## src/rtl/eprm_pkg.sv

```systemverilog
// Shared types, constants and a median helper function of the echo pulse ranger.
`default_nettype none

package eprm_pkg;

  localparam int unsigned TIME_BITS_DEF = 32;
  localparam int unsigned WINDOW_DEPTH  = 3;
  localparam int unsigned DIST_W        = 16;
  localparam int unsigned DIV_W         = 8;
  localparam int unsigned SLOT_W        = 2;
  localparam logic [DIV_W-1:0] US_PER_CM_RESET = 8'd58;

  typedef enum logic [1:0] {
    ST_IDLE,
    ST_DIV,
    ST_OUT
  } ctrl_state_e;

  typedef enum logic [1:0] {
    MODE_IDLE,
    MODE_TRIGGERED,
    MODE_READING
  } ranger_mode_e;

  typedef enum logic [2:0] {
    STS_TRIG_OK,
    STS_TRIG_BUSY,
    STS_PULSE_START,
    STS_MEAS_DONE,
    STS_EDGE_RESET
  } status_e;

  typedef enum logic {
    OP_TRIGGER,
    OP_EDGE
  } opcode_e;

  typedef struct packed {
    logic accept;
    logic div_step;
  } dp_cmd_t;

  typedef struct packed {
    logic div_needed;
    logic div_last;
  } dp_sts_t;

  function automatic logic [DIST_W-1:0] median3(input logic [DIST_W-1:0] a,
                                                input logic [DIST_W-1:0] b,
                                                input logic [DIST_W-1:0] c);
    logic [DIST_W-1:0] lo;
    logic [DIST_W-1:0] hi;
    lo = (a < b) ? a : b;
    hi = (a < b) ? b : a;
    if (c <= lo) begin
      return lo;
    end else if (c >= hi) begin
      return hi;
    end
    return c;
  endfunction

endpackage

`default_nettype wire

```

## src/rtl/eprm_ctrl.sv

```systemverilog
// Controller state machine that sequences item intake, division and result hand-off.
`default_nettype none

module eprm_ctrl
  import eprm_pkg::*;
(
  input  wire logic    clk_i,
  input  wire logic    rst_ni,
  input  wire logic    in_valid_i,
  output logic         in_ready_o,
  output logic         out_valid_o,
  input  wire logic    out_ready_i,
  input  wire dp_sts_t sts_i,
  output dp_cmd_t      cmd_o
);

  ctrl_state_e state_q, state_d;

  always_ff @(posedge clk_i or negedge rst_ni) begin
    if (!rst_ni) begin
      state_q <= ST_IDLE;
    end else begin
      state_q <= state_d;
    end
  end

  always_comb begin
    state_d      = state_q;
    in_ready_o   = 1'b0;
    out_valid_o  = 1'b0;
    cmd_o        = '0;
    case (state_q)
      ST_IDLE: begin
        in_ready_o = 1'b1;
        if (in_valid_i) begin
          cmd_o.accept = 1'b1;
          state_d      = sts_i.div_needed ? ST_DIV : ST_OUT;
        end
      end
      ST_DIV: begin
        cmd_o.div_step = 1'b1;
        if (sts_i.div_last) begin
          state_d = ST_OUT;
        end
      end
      ST_OUT: begin
        out_valid_o = 1'b1;
        if (out_ready_i) begin
          in_ready_o = 1'b1;
          if (in_valid_i) begin
            cmd_o.accept = 1'b1;
            state_d      = sts_i.div_needed ? ST_DIV : ST_OUT;
          end else begin
            state_d = ST_IDLE;
          end
        end
      end
      default: begin
        state_d = ST_IDLE;
      end
    endcase
  end

endmodule

`default_nettype wire

```

## src/rtl/eprm_datapath.sv

```systemverilog
// Datapath with ranger mode, start time, serial divider, sample ring and result registers.
`default_nettype none

module eprm_datapath
  import eprm_pkg::*;
#(
  parameter int unsigned TIME_BITS = TIME_BITS_DEF
) (
  input  wire logic               clk_i,
  input  wire logic               rst_ni,
  input  wire logic               cfg_we_i,
  input  wire logic [DIV_W-1:0]   cfg_wdata_i,
  input  wire logic               opcode_i,
  input  wire logic               echo_level_i,
  input  wire logic [31:0]        event_time_i,
  input  wire dp_cmd_t            cmd_i,
  output dp_sts_t                 sts_o,
  output logic [2:0]              status_o,
  output logic [DIST_W-1:0]       raw_distance_o,
  output logic [DIST_W-1:0]       median_distance_o,
  output logic                    distance_saturated_o
);

  localparam int unsigned CMP_W  = TIME_BITS + DIV_W;
  localparam int unsigned EXT_W  = TIME_BITS + 20;
  localparam int unsigned CNT_W  = 4;
  localparam logic [CNT_W-1:0] CNT_LAST = CNT_W'(DIST_W - 1);

  logic [DIV_W-1:0]      us_per_cm_q;
  ranger_mode_e          mode_q, mode_d;
  logic [TIME_BITS-1:0]  start_q;
  logic [DIST_W-1:0]     ring_q [WINDOW_DEPTH];
  logic [SLOT_W-1:0]     slot_q, slot_next;

  logic [DIV_W-1:0]      rem_q, rem_d;
  logic [DIST_W-1:0]     quo_q, quo_d;
  logic [DIST_W-1:0]     num_q;
  logic [CNT_W-1:0]      cnt_q;

  status_e               status_q, res_status;
  logic [DIST_W-1:0]     raw_q, res_raw;
  logic [DIST_W-1:0]     med_q, med_d;
  logic                  sat_q, res_sat;

  logic [TIME_BITS-1:0]  t_cur;
  logic [TIME_BITS-1:0]  width;
  logic [EXT_W-1:0]      width_ext;
  logic                  is_measure;
  logic                  early_sat;
  logic                  load_res;
  logic                  push_en;
  logic [DIST_W-1:0]     push_val;
  logic [DIV_W:0]        rem_sh;
  logic                  rem_ge;
  logic [DIST_W-1:0]     win [WINDOW_DEPTH];

  assign t_cur     = TIME_BITS'(event_time_i);
  assign width     = t_cur - start_q;
  assign width_ext = EXT_W'(width);
  assign slot_next = (slot_q >= SLOT_W'(WINDOW_DEPTH - 1)) ? '0 : slot_q + 1'b1;

  assign is_measure = (opcode_i == OP_EDGE) && !echo_level_i && (mode_q == MODE_READING);
  assign early_sat  = (us_per_cm_q == '0) ||
                      (CMP_W'(width >> 12) >= CMP_W'(us_per_cm_q));

  assign rem_sh = {rem_q, num_q[DIST_W-1]};
  assign rem_ge = rem_sh >= {1'b0, us_per_cm_q};
  assign rem_d  = rem_ge ? DIV_W'(rem_sh - {1'b0, us_per_cm_q}) : rem_sh[DIV_W-1:0];
  assign quo_d  = {quo_q[DIST_W-2:0], rem_ge};

  assign sts_o.div_needed = is_measure && !early_sat;
  assign sts_o.div_last   = (cnt_q == '0);

  always_comb begin
    mode_d     = mode_q;
    load_res   = 1'b0;
    push_en    = 1'b0;
    push_val   = '1;
    res_status = STS_EDGE_RESET;
    res_raw    = '0;
    res_sat    = 1'b0;
    if (cmd_i.accept) begin
      load_res = !sts_o.div_needed;
      if (opcode_i == OP_TRIGGER) begin
        if (mode_q == MODE_IDLE) begin
          mode_d     = MODE_TRIGGERED;
          res_status = STS_TRIG_OK;
        end else begin
          res_status = STS_TRIG_BUSY;
        end
      end else if (echo_level_i && (mode_q == MODE_TRIGGERED)) begin
        mode_d     = MODE_READING;
        res_status = STS_PULSE_START;
      end else if (is_measure) begin
        mode_d     = MODE_IDLE;
        res_status = STS_MEAS_DONE;
        if (early_sat) begin
          push_en = 1'b1;
          res_raw = '1;
          res_sat = 1'b1;
        end
      end else begin
        mode_d     = MODE_IDLE;
        res_status = STS_EDGE_RESET;
      end
    end else if (cmd_i.div_step && sts_o.div_last) begin
      load_res   = 1'b1;
      push_en    = 1'b1;
      push_val   = quo_d;
      res_status = STS_MEAS_DONE;
      res_raw    = quo_d;
    end
  end

  always_comb begin
    for (int i = 0; i < WINDOW_DEPTH; i++) begin
      win[i] = (push_en && (slot_next == SLOT_W'(i))) ? push_val : ring_q[i];
    end
    med_d = median3(win[0], win[1], win[2]);
  end

  always_ff @(posedge clk_i or negedge rst_ni) begin
    if (!rst_ni) begin
      us_per_cm_q <= US_PER_CM_RESET;
      mode_q      <= MODE_IDLE;
      start_q     <= '0;
      slot_q      <= '0;
      cnt_q       <= '0;
      for (int i = 0; i < WINDOW_DEPTH; i++) begin
        ring_q[i] <= '0;
      end
    end else begin
      if (cfg_we_i) begin
        us_per_cm_q <= cfg_wdata_i;
      end
      mode_q <= mode_d;
      if (cmd_i.accept && (mode_d == MODE_READING) && (mode_q == MODE_TRIGGERED)) begin
        start_q <= t_cur;
      end
      if (push_en) begin
        slot_q            <= slot_next;
        ring_q[slot_next] <= push_val;
      end
      if (cmd_i.accept) begin
        cnt_q <= CNT_LAST;
      end else if (cmd_i.div_step) begin
        cnt_q <= cnt_q - 1'b1;
      end
    end
  end

  always_ff @(posedge clk_i) begin
    if (cmd_i.accept) begin
      rem_q <= width_ext[19:12];
      num_q <= {width_ext[11:0], 4'b0000};
      quo_q <= '0;
    end else if (cmd_i.div_step) begin
      rem_q <= rem_d;
      num_q <= {num_q[DIST_W-2:0], 1'b0};
      quo_q <= quo_d;
    end
    if (load_res) begin
      status_q <= res_status;
      raw_q    <= res_raw;
      sat_q    <= res_sat;
      med_q    <= med_d;
    end
  end

  assign status_o             = status_q;
  assign raw_distance_o       = raw_q;
  assign median_distance_o    = med_q;
  assign distance_saturated_o = sat_q;

endmodule

`default_nettype wire

```

## src/rtl/echo_pulse_ranger_median3.sv

```systemverilog
// Top level of the ultrasonic echo ranger with a three-sample median filter.
//
// Input items carry an opcode (trigger request or echo edge), the echo level
// after the edge and a microsecond timestamp; each is taken when in_valid_i
// and in_ready_o are both high. Every item yields exactly one result item on
// the output channel, taken when out_valid_o and out_ready_i are both high.
// The us_per_cm register is written through cfg_we_i and cfg_wdata_i.
// A trigger or a non-measuring edge has its result valid in the cycle after
// it is taken. A falling edge that ends a pulse runs a restoring divider
// that produces one quotient bit per cycle for a 16-bit quotient; an
// out-of-range pulse or a zero divisor saturates instead and has its result
// valid in the cycle after it is taken.
// One item is in work at a time. A new item is taken in the same cycle the
// pending result is taken, so an unstalled receiver sees one item every
// cycle for short items, while a measurement must first finish its division.
// While the receiver stalls, the result holds and no new item is taken.
// Reset returns the ranger to idle, clears the start time and the sample ring
// and loads us_per_cm with 58.
`default_nettype none

module echo_pulse_ranger_median3
  import eprm_pkg::*;
#(
  parameter int unsigned TIME_BITS = TIME_BITS_DEF
) (
  input  wire logic              clk_i,
  input  wire logic              rst_ni,
  input  wire logic              cfg_we_i,
  input  wire logic [DIV_W-1:0]  cfg_wdata_i,
  input  wire logic              in_valid_i,
  output logic                   in_ready_o,
  input  wire logic              opcode_i,
  input  wire logic              echo_level_i,
  input  wire logic [31:0]       event_time_i,
  output logic                   out_valid_o,
  input  wire logic              out_ready_i,
  output logic [2:0]             status_o,
  output logic [DIST_W-1:0]      raw_distance_o,
  output logic [DIST_W-1:0]      median_distance_o,
  output logic                   distance_saturated_o
);

  dp_cmd_t cmd;
  dp_sts_t sts;

  eprm_ctrl u_ctrl (
    .clk_i       (clk_i),
    .rst_ni      (rst_ni),
    .in_valid_i  (in_valid_i),
    .in_ready_o  (in_ready_o),
    .out_valid_o (out_valid_o),
    .out_ready_i (out_ready_i),
    .sts_i       (sts),
    .cmd_o       (cmd)
  );

  eprm_datapath #(
    .TIME_BITS (TIME_BITS)
  ) u_datapath (
    .clk_i                (clk_i),
    .rst_ni               (rst_ni),
    .cfg_we_i             (cfg_we_i),
    .cfg_wdata_i          (cfg_wdata_i),
    .opcode_i             (opcode_i),
    .echo_level_i         (echo_level_i),
    .event_time_i         (event_time_i),
    .cmd_i                (cmd),
    .sts_o                (sts),
    .status_o             (status_o),
    .raw_distance_o       (raw_distance_o),
    .median_distance_o    (median_distance_o),
    .distance_saturated_o (distance_saturated_o)
  );

endmodule

`default_nettype wire

```

## config.mk

```make
export PLATFORM = sky130hd
export DESIGN_NAME = echo_pulse_ranger_median3
export DESIGN_NICKNAME = d
export VERILOG_FILES = /design/src/rtl/eprm_pkg.sv /design/src/rtl/eprm_ctrl.sv /design/src/rtl/eprm_datapath.sv /design/src/rtl/echo_pulse_ranger_median3.sv
export SDC_FILE = /design/constraint.sdc
export NUM_CORES = 1
export LEC_CHECK = 0
export ABC_AREA = 1
export ABC_CLOCK_PERIOD_IN_PS = 10500
export BUFFER_PORTS_ARGS = -buffer_cell sky130_fd_sc_hd__clkbuf_2
export CORE_ASPECT_RATIO = 1.4
export CORE_MARGIN = 2
export CORE_UTILIZATION = 50
export DETAILED_ROUTE_END_ITERATION = 16
export PLACE_DENSITY = 0.69
export SLEW_MARGIN = 40
export SYNTH_ARGS = -nofsm -noshare
export SYNTH_HDL_FRONTEND = slang
export SYNTH_HIERARCHICAL = 1
export SYNTH_SLANG_ARGS = --single-unit
```

## constraint.sdc

```tcl
create_clock -name clk_i -period 10.5 [get_ports clk_i]
set_input_delay 0.525 -clock clk_i [delete_from_list [all_inputs] [get_ports clk_i]]
set_output_delay 0.525 -clock clk_i [all_outputs]
set_load 0.1 [all_outputs]
```

### Word level (Yosys, flattened, before mapping)

Cells that the tools add are included.

| word-level totals | value |
|---|---|
| output and inout port bits | 38 |
| bits of input ports | 47 |
| bits in registers | 169 |

| operators by class | value |
|---|---|
| bitwise gates (word level) | 1 |
| reduce and logical (&&, ||, !) cells | 22 |
| $add $sub $neg | 4 |
| equality and inequality tests | 10 |
| muxes and demuxes | 59 |
| $lt $le $gt $ge | 8 |

Operators with widths:

| operator | number |
|---|---|
| $mux W16 | 19 |
| $bwmux W48 | 1 |
| $demux W16 S2 | 1 |
| $sub A32 B32 Y32 | 1 |
| $mux W8 | 3 |
| $ge A20 B8 Y1 | 1 |
| $mux W2 | 10 |
| $ge A16 B16 Y1 | 1 |
| $le A16 B16 Y1 | 1 |
| $lt A16 B16 Y1 | 1 |
| $mux W1 | 15 |
| $mux W3 | 5 |
| $logic_and A1 B1 Y1 | 11 |
| $ge A9 B8 Y1 | 1 |
| $eq A2 B2 Y1 const B | 4 |
| $logic_not A8 Y1 | 1 |
| $mux W4 | 2 |
| $sub A8 B8 Y8 | 1 |
| $eq A2 B1 Y1 const B | 3 |
| $logic_not A2 Y1 | 3 |
| $pmux W2 S3 | 1 |
| $logic_not A4 Y1 | 1 |
| $ne A2 B2 Y1 const B | 2 |
| $pmux W1 S2 | 2 |
| 11 further kinds | 13 |

### Depth between registers and ports, before layout

| logic depth | value |
|---|---|
| word-level depth | 16 |
| gate-level depth with buffers | 56 |
| gate-level depth less buffers | 54 |

### Cells and area by module

Netlist, hierarchy kept.

Modules (own cells, without submodules):

| module | area an instance (um^2) | cells an instance | instances |
|---|---|---|---|
| eprm_datapath | 11183.2 | 1489 | 1 |
| eprm_ctrl | 166.4 | 25 | 1 |

### Least setup slack after synthesis

No wires, ideal clock.

| timing path | value |
|---|---|
| kind | input port to flip-flop |
| start point | in event_time_i[2] |
| end point | reg u_datapath.med_q[10] (netlist: u_datapath/median_distance_o[10]), data pin |
| arrival time | 7706 ps |
| setup time | 131 ps |
| stages | 51 |
| slack | 2663 ps |
| required time | 10369 ps |
| path through | ha_1 -> nand2_1 -> nand2_1 -> inv_2 -> nand2_2 -> nand2_1 -> nand2_1 -> nand2_1 -> nand3_2 -> a31oi_1 -> xor2_1 -> inv_1 -> ha_1 -> nand2_1 -> a21oi_1 -> nand3b_1 -> nor2_1 -> nand3_1 -> [... 15 more ...] -> a2111oi_1 -> clkbuf_1 -> nand3_1 -> and2_1 -> ha_1 -> a21boi_0 -> o21a_1 -> o21a_1 -> o21a_1 -> o21a_1 -> o211ai_1 -> nand2_1 -> a21oi_1 -> o211ai_1 -> inv_1 -> clkbuf_1 -> nand2_1 -> nand2_1 |

| between the ends | value |
|---|---|
| word-level cells in the longest chain between the ends | 16 |
| elaborated cells between the ends (all ways) | 24 |
| those cells by class | 1 x add/sub; 4 x order compare; 15 x mux; 4 x reduce/logical |

Ends and longest elaborated chain:

| item | line | RTL |
|---|---|---|
| start: declaration | echo_pulse_ranger_median3.sv:34 | `input wire logic [31:0] event_time_i,` |
| $sub A32 B32 Y32 * | eprm_datapath.sv:58 | `assign width = t_cur - start_q;` |
| $ge A20 B8 Y1 * | eprm_datapath.sv:64 | `(CMP_W'(width >> 12) >= CMP_W'(us_per_cm_q));` |
| $logic_or A1 B1 Y1 * | eprm_datapath.sv:63 | `assign early_sat = (us_per_cm_q == '0) \|\|` |
| $mux W1 * | eprm_datapath.sv:97 | `if (early_sat) begin` |
| $mux W1 * | eprm_datapath.sv:94 | `end else if (is_measure) begin` |
| $mux W1 * | eprm_datapath.sv:91 | `end else if (echo_level_i && (mode_q == MODE_TRIGGERED)) begin` |
| $mux W1 * | eprm_datapath.sv:84 | `if (opcode_i == OP_TRIGGER) begin` |
| $mux W1 * | eprm_datapath.sv:82 | `if (cmd_i.accept) begin` |
| $logic_and A1 B1 Y1 | eprm_datapath.sv:117 | `win[i] = (push_en && (slot_next == SLOT_W'(i))) ? push_val : ring_q[i];` |
| $mux W16 | eprm_datapath.sv:117 |  |
| $lt A16 B16 Y1 | eprm_pkg.sv:53, eprm_pkg.sv:54 |  |
| $mux W16 | eprm_pkg.sv:54 | `hi = (a < b) ? b : a;` |
| $ge A16 B16 Y1 | eprm_pkg.sv:57 | `end else if (c >= hi) begin` |
| $mux W1 | eprm_pkg.sv:57 |  |
| $mux W1 | eprm_pkg.sv:55 | `if (c <= lo) begin` |
| $mux W16 * | eprm_pkg.sv:60 | `return c;` |
| via u_datapath.med_d[10] | eprm_datapath.sv:42 | `logic [DIST_W-1:0] med_q, med_d;` |
| end signal: assignment | eprm_datapath.sv:166 | `med_q <= med_d;` |
| end: declaration | eprm_datapath.sv:42 |  |

The timed path passes the listed nets; every way through them passes the cells marked *. The select of a mux whose other input is x is not followed.
A chain may end at the register's enable or synchronous reset.

### Worst setup path after layout

| timing path | value |
|---|---|
| start point | reg u_datapath.start_q[14] |
| end point | reg u_datapath.med_q[7] (netlist: u_datapath/median_distance_o[7]), data pin |

| between the ends | value |
|---|---|
| word-level cells in the longest chain between the ends | 16 |
| elaborated cells between the ends (all ways) | 24 |
| those cells by class | 1 x add/sub; 4 x order compare; 15 x mux; 4 x reduce/logical |

Ends and longest elaborated chain:

| item | line | RTL |
|---|---|---|
| start: declaration | eprm_datapath.sv:31 | `logic [TIME_BITS-1:0] start_q;` |
| start signal: assignment | eprm_datapath.sv:138 | `start_q <= t_cur;` |
| $sub A32 B32 Y32 * | eprm_datapath.sv:58 |  |
| $ge A20 B8 Y1 * | eprm_datapath.sv:64 |  |
| $logic_or A1 B1 Y1 * | eprm_datapath.sv:63 |  |
| $mux W1 * | eprm_datapath.sv:97 |  |
| $mux W1 * | eprm_datapath.sv:94 |  |
| $mux W1 * | eprm_datapath.sv:91 |  |
| $mux W1 * | eprm_datapath.sv:84 |  |
| $mux W1 * | eprm_datapath.sv:82 |  |
| $logic_and A1 B1 Y1 | eprm_datapath.sv:117 |  |
| $mux W16 | eprm_datapath.sv:117 |  |
| $lt A16 B16 Y1 | eprm_pkg.sv:53, eprm_pkg.sv:54 |  |
| $mux W16 | eprm_pkg.sv:54 |  |
| $ge A16 B16 Y1 | eprm_pkg.sv:57 |  |
| $mux W1 | eprm_pkg.sv:57 |  |
| $mux W1 | eprm_pkg.sv:55 |  |
| $mux W16 * | eprm_pkg.sv:60 |  |
| via u_datapath.med_d[7] | eprm_datapath.sv:42 |  |

Marks and branches as above.

==> impl_metrics.ini <==
[job]
maxCapViolCount = 0

[sta]
slew_headroom_pct = 49.8
whs_ns = 0.0705
finalClockSkew_ns = 0.0126
timing.final.crit_period_ns = 8.61
post-route-period-util_pct = 82.0
max_freq_ghz = 0.116
fin_ws_ns = 1.89
finalSetupViolations = 0
finalSetupTns_ns = 0
rsz0062_at_grt = no
maxSlewViolCount = 0
hold_violations = 0
worst_pin_slew_ns = 0.749

[synth]
async_flop_share_pct = 58.0
synth_area_leaders = dfrtp_1, edfxtp_1, nand2_1
synth-edff-count = 56
syn-num-nets = 1658
synth_seq_cells = 169
yosysSeqAreaShare_pct = 39.1
synth_top_area_cell = dfrtp_1
yosys_most_used_dff = dfrtp_1
synthDistinctLibCells = 54
synth_top_area_share_pct = 20.7
syn_inst = 1514
netlist_area_sq_um = 11300
syn_area_per_cell_sq_um = 7.50
yosysWarningCount = 6

[die]
fp-row-count = 65
fp.dieW_microns = 131
initial_utilization_pct = 50.6
die_y_microns = 182
dieArea_sq_um = 23900
core_area_sq_um = 22400
io_pins = 85

[cts]
cts_root_buf = clkbuf_16
post_cts_buffers = 0
tritoncts = done
clkSinkCount = 169
cts_buffers = 17
hold_buffers = 0
path_clk_slew_ns = 0.07
worstSkewPairLatency_ns = 0.44
h-tree-depth = 4
ctsResizeCount = 0
cts.path.max_buffers = 2

[global_routing]
grt_pass1_wl_mm = 47.4
grt_max_degree = 65
grt.total_usage_pct = 25.2
grt_pass1_vias = 9755
gr-total-overflow = 0
grt_antenna_before_repair = 0

[pwr]
ir_drop_uv = 179
p_clk_share_pct = 14.5
combPwrFrac_pct = 61.6
power_frac_seq_pct = 23.9
p_sw_share_pct = 49.7
internal-power_mw = 2.09
leakagePower_nw = 6.26
power.density_nw_per_um2 = 329
switchingPower_mw = 2.06

[placed_design]
post-place-ws_ns = 1.69
gp_congestion = 1.04
portBuffers = 84
detailed_place_hpwl_mm = 23.2

[detailed_routing]
drc = 0
drt-initial-drc-count = 631
viasPerCell = 5.26
wire_per_inst_microns = 15.4
drtAntennaViolNets = 0
dr.pass1.iters = 8
postRouteWirelength_mm = 29.3
vias = 9991

[critical_path]
cpMostUsedCell = nand2_1
critPathMaxStageDelay_ns = 0.57
endpoint_kind = flop
critPathRequiredTime_ns = 10.82
crit_type = flop to flop
worstSetupStartpointType = flop
path_max_fanout = 33
reg2reg_depth = 45
slowest_stage = o21ai_0
arrival_ns = 8.93

[finish]
fill_cells = 2176
layout-drive-gt1-share_pct = 10.3
layout.nets = 1729
synthToLayoutAreaGrowth_pct = 11.1
multiInputGateArea_sq_um = 5940
register_area_sq_um = 4440
antenna_cells = 0

[hold_path]
hold_class = input pin to async pin

[outcome]
outcome = finished clean
## logic make-up (layout without fill, tap and decap cells)
| family | Yosys count | in the layout | share of synthesized area (%) |
|---|---|---|---|
| muxes | 2 | 2 | 0.198 |
| and+or+nand+nor | 728 | 728 | 27.8 |
| xor gates and xnor gates | 22 | 22 | 1.70 |
| DFF | 169 | 169 | 39.1 |
| AOI/OAI and AO/OA | 243 | 243 | 11.7 |
| buffers and inverters | 253 | 337 | 8.64 |
| adders and majority gates | 97 | 97 | 10.8 |
## final cells by class
| class | count | area share, % |
|---|---|---|
| flip-flops and latches | 169 | 35.2 |
| inverters | 211 | 6.28 |
| repair buffers | 94 | 3.98 |
| multi-input cells | 1092 | 47.1 |
| well taps | 301 | 2.99 |
| clock buffers | 20 | 3.54 |
| clock inverters | 12 | 0.913 |
## cells in the final DEF (no fill, tap or decap), drive strengths merged, types with 2 or more instances in the layout
master / count
clkinv: 8
buf: 11
ha: 95
fa: 2
a31oi: 4
and3: 2
clkinvlp: 2
o21ai: 146
a211oi: 3
o22ai: 15
dfxtp: 15
inv: 212
mux2: 2
edfxtp: 56
xnor2: 17
o211ai: 3
nor3: 7
o21bai: 6
and2: 37
xor2: 5
dfrtp: 94
clkbuf: 103
a21boi: 3
nand2: 440
nand4: 16
a21oi: 51
nand3: 123
nand3b: 4
o21a: 4
nor2: 96
dfstp: 4
## through the flow
step,utilization [%],area [sq um],power (mW),instances
5_1_grt,56.2,12600,4.51,1899
6_report,56.2,12600,4.15,1899
2_1_floorplan,-,11300,2.93,1514
4_1_cts,56.2,12600,4.15,1899
3_5_place_dp,53.7,12000,3.53,1867
3_3_place_gp,53.7,12000,3.49,1867
## power by group through the flow
stage	registers [mW]	clock network [mW]	logic, mW
CTS	0.994	0.619	2.53
detailed placement	1.01	0	2.52
global placement	1.00	0	2.49
finish	0.991	0.602	2.56
global route	1.01	0.648	2.85
floorplan	1.27	0	1.66
## path summary, 6_finish.rpt
kind	from	endpoint	slack, ns
setup / recovery	u_datapath/start_q[14]	u_datapath/median_distance_o[7]	1.89
hold / removal	rst_ni	u_datapath/ring_q[3]	0.07
setup reg to reg	u_datapath/start_q[14]	u_datapath/median_distance_o[7]	1.89
hold reg to reg	u_datapath/ring_q[46]	u_datapath/ring_q[46]	0.48
max in group asynchronous	rst_ni	u_datapath/start_q[6]	9.45
min in group clk_i	cfg_wdata_i[3]	u_datapath/us_per_cm_q[3]	0.29
## state kept, by name, indices dropped and copies added (netlist names)
register / count
u_datapath/status_o: 3
u_datapath/ring_q: 48
u_datapath/start_q: 32
u_datapath/us_per_cm_q: 8
u_ctrl/state_q: 2
u_datapath/mode_q: 2
u_datapath/raw_distance_o: 16
u_datapath/slot_q: 2
u_datapath/rem_q: 8
u_datapath/distance_saturated_o: 1
u_datapath/cnt_q: 4
u_datapath/num_q: 12
u_datapath/quo_q: 15
u_datapath/median_distance_o: 16
## metal layers
layer	vias up	part of all wire [%]	routed length (microns)	global-route usage [%]
li1	5096	-	-	-
met1	4569	39	11300	25.9
met2	238	52	15300	47.2
met3	88	3.0	888	3.81
met4	0	6.1	1800	16.7
met5	-	0	0	0
## cell usage after synthesis (all sizes together), types with 2 or more instances
cell	instances
xnor2	17
nand3	123
and2	37
fa	2
o21a	4
ha	95
clkinv	2
dfxtp	15
a21boi	3
edfxtp	56
buf	8
o211ai	3
nand3b	4
o22ai	15
a31oi	4
clkbuf	34
nand4	16
o21ai	146
a211oi	3
nand2	440
inv	209
nor2	96
mux2	2
nor3	7
xor2	5
o21bai	6
and3	2
a21oi	51
dfrtp	94
dfstp	4
## critical path, delay by kind of cell, from the launching register on
| kind | cells | cell delay (ns) |
|---|---|---|
| AOI/OAI and AO/OA | 16 | 3.31 |
| xor gates and xnor gates | 1 | 0.21 |
| adders and majority gates | 4 | 1.21 |
| buffers and inverters | 7 | 1.27 |
| DFF | 1 | 0.32 |
| and+or+nand+nor | 17 | 2.12 |
No activity file was read; power rests on OpenSTA's default activity.
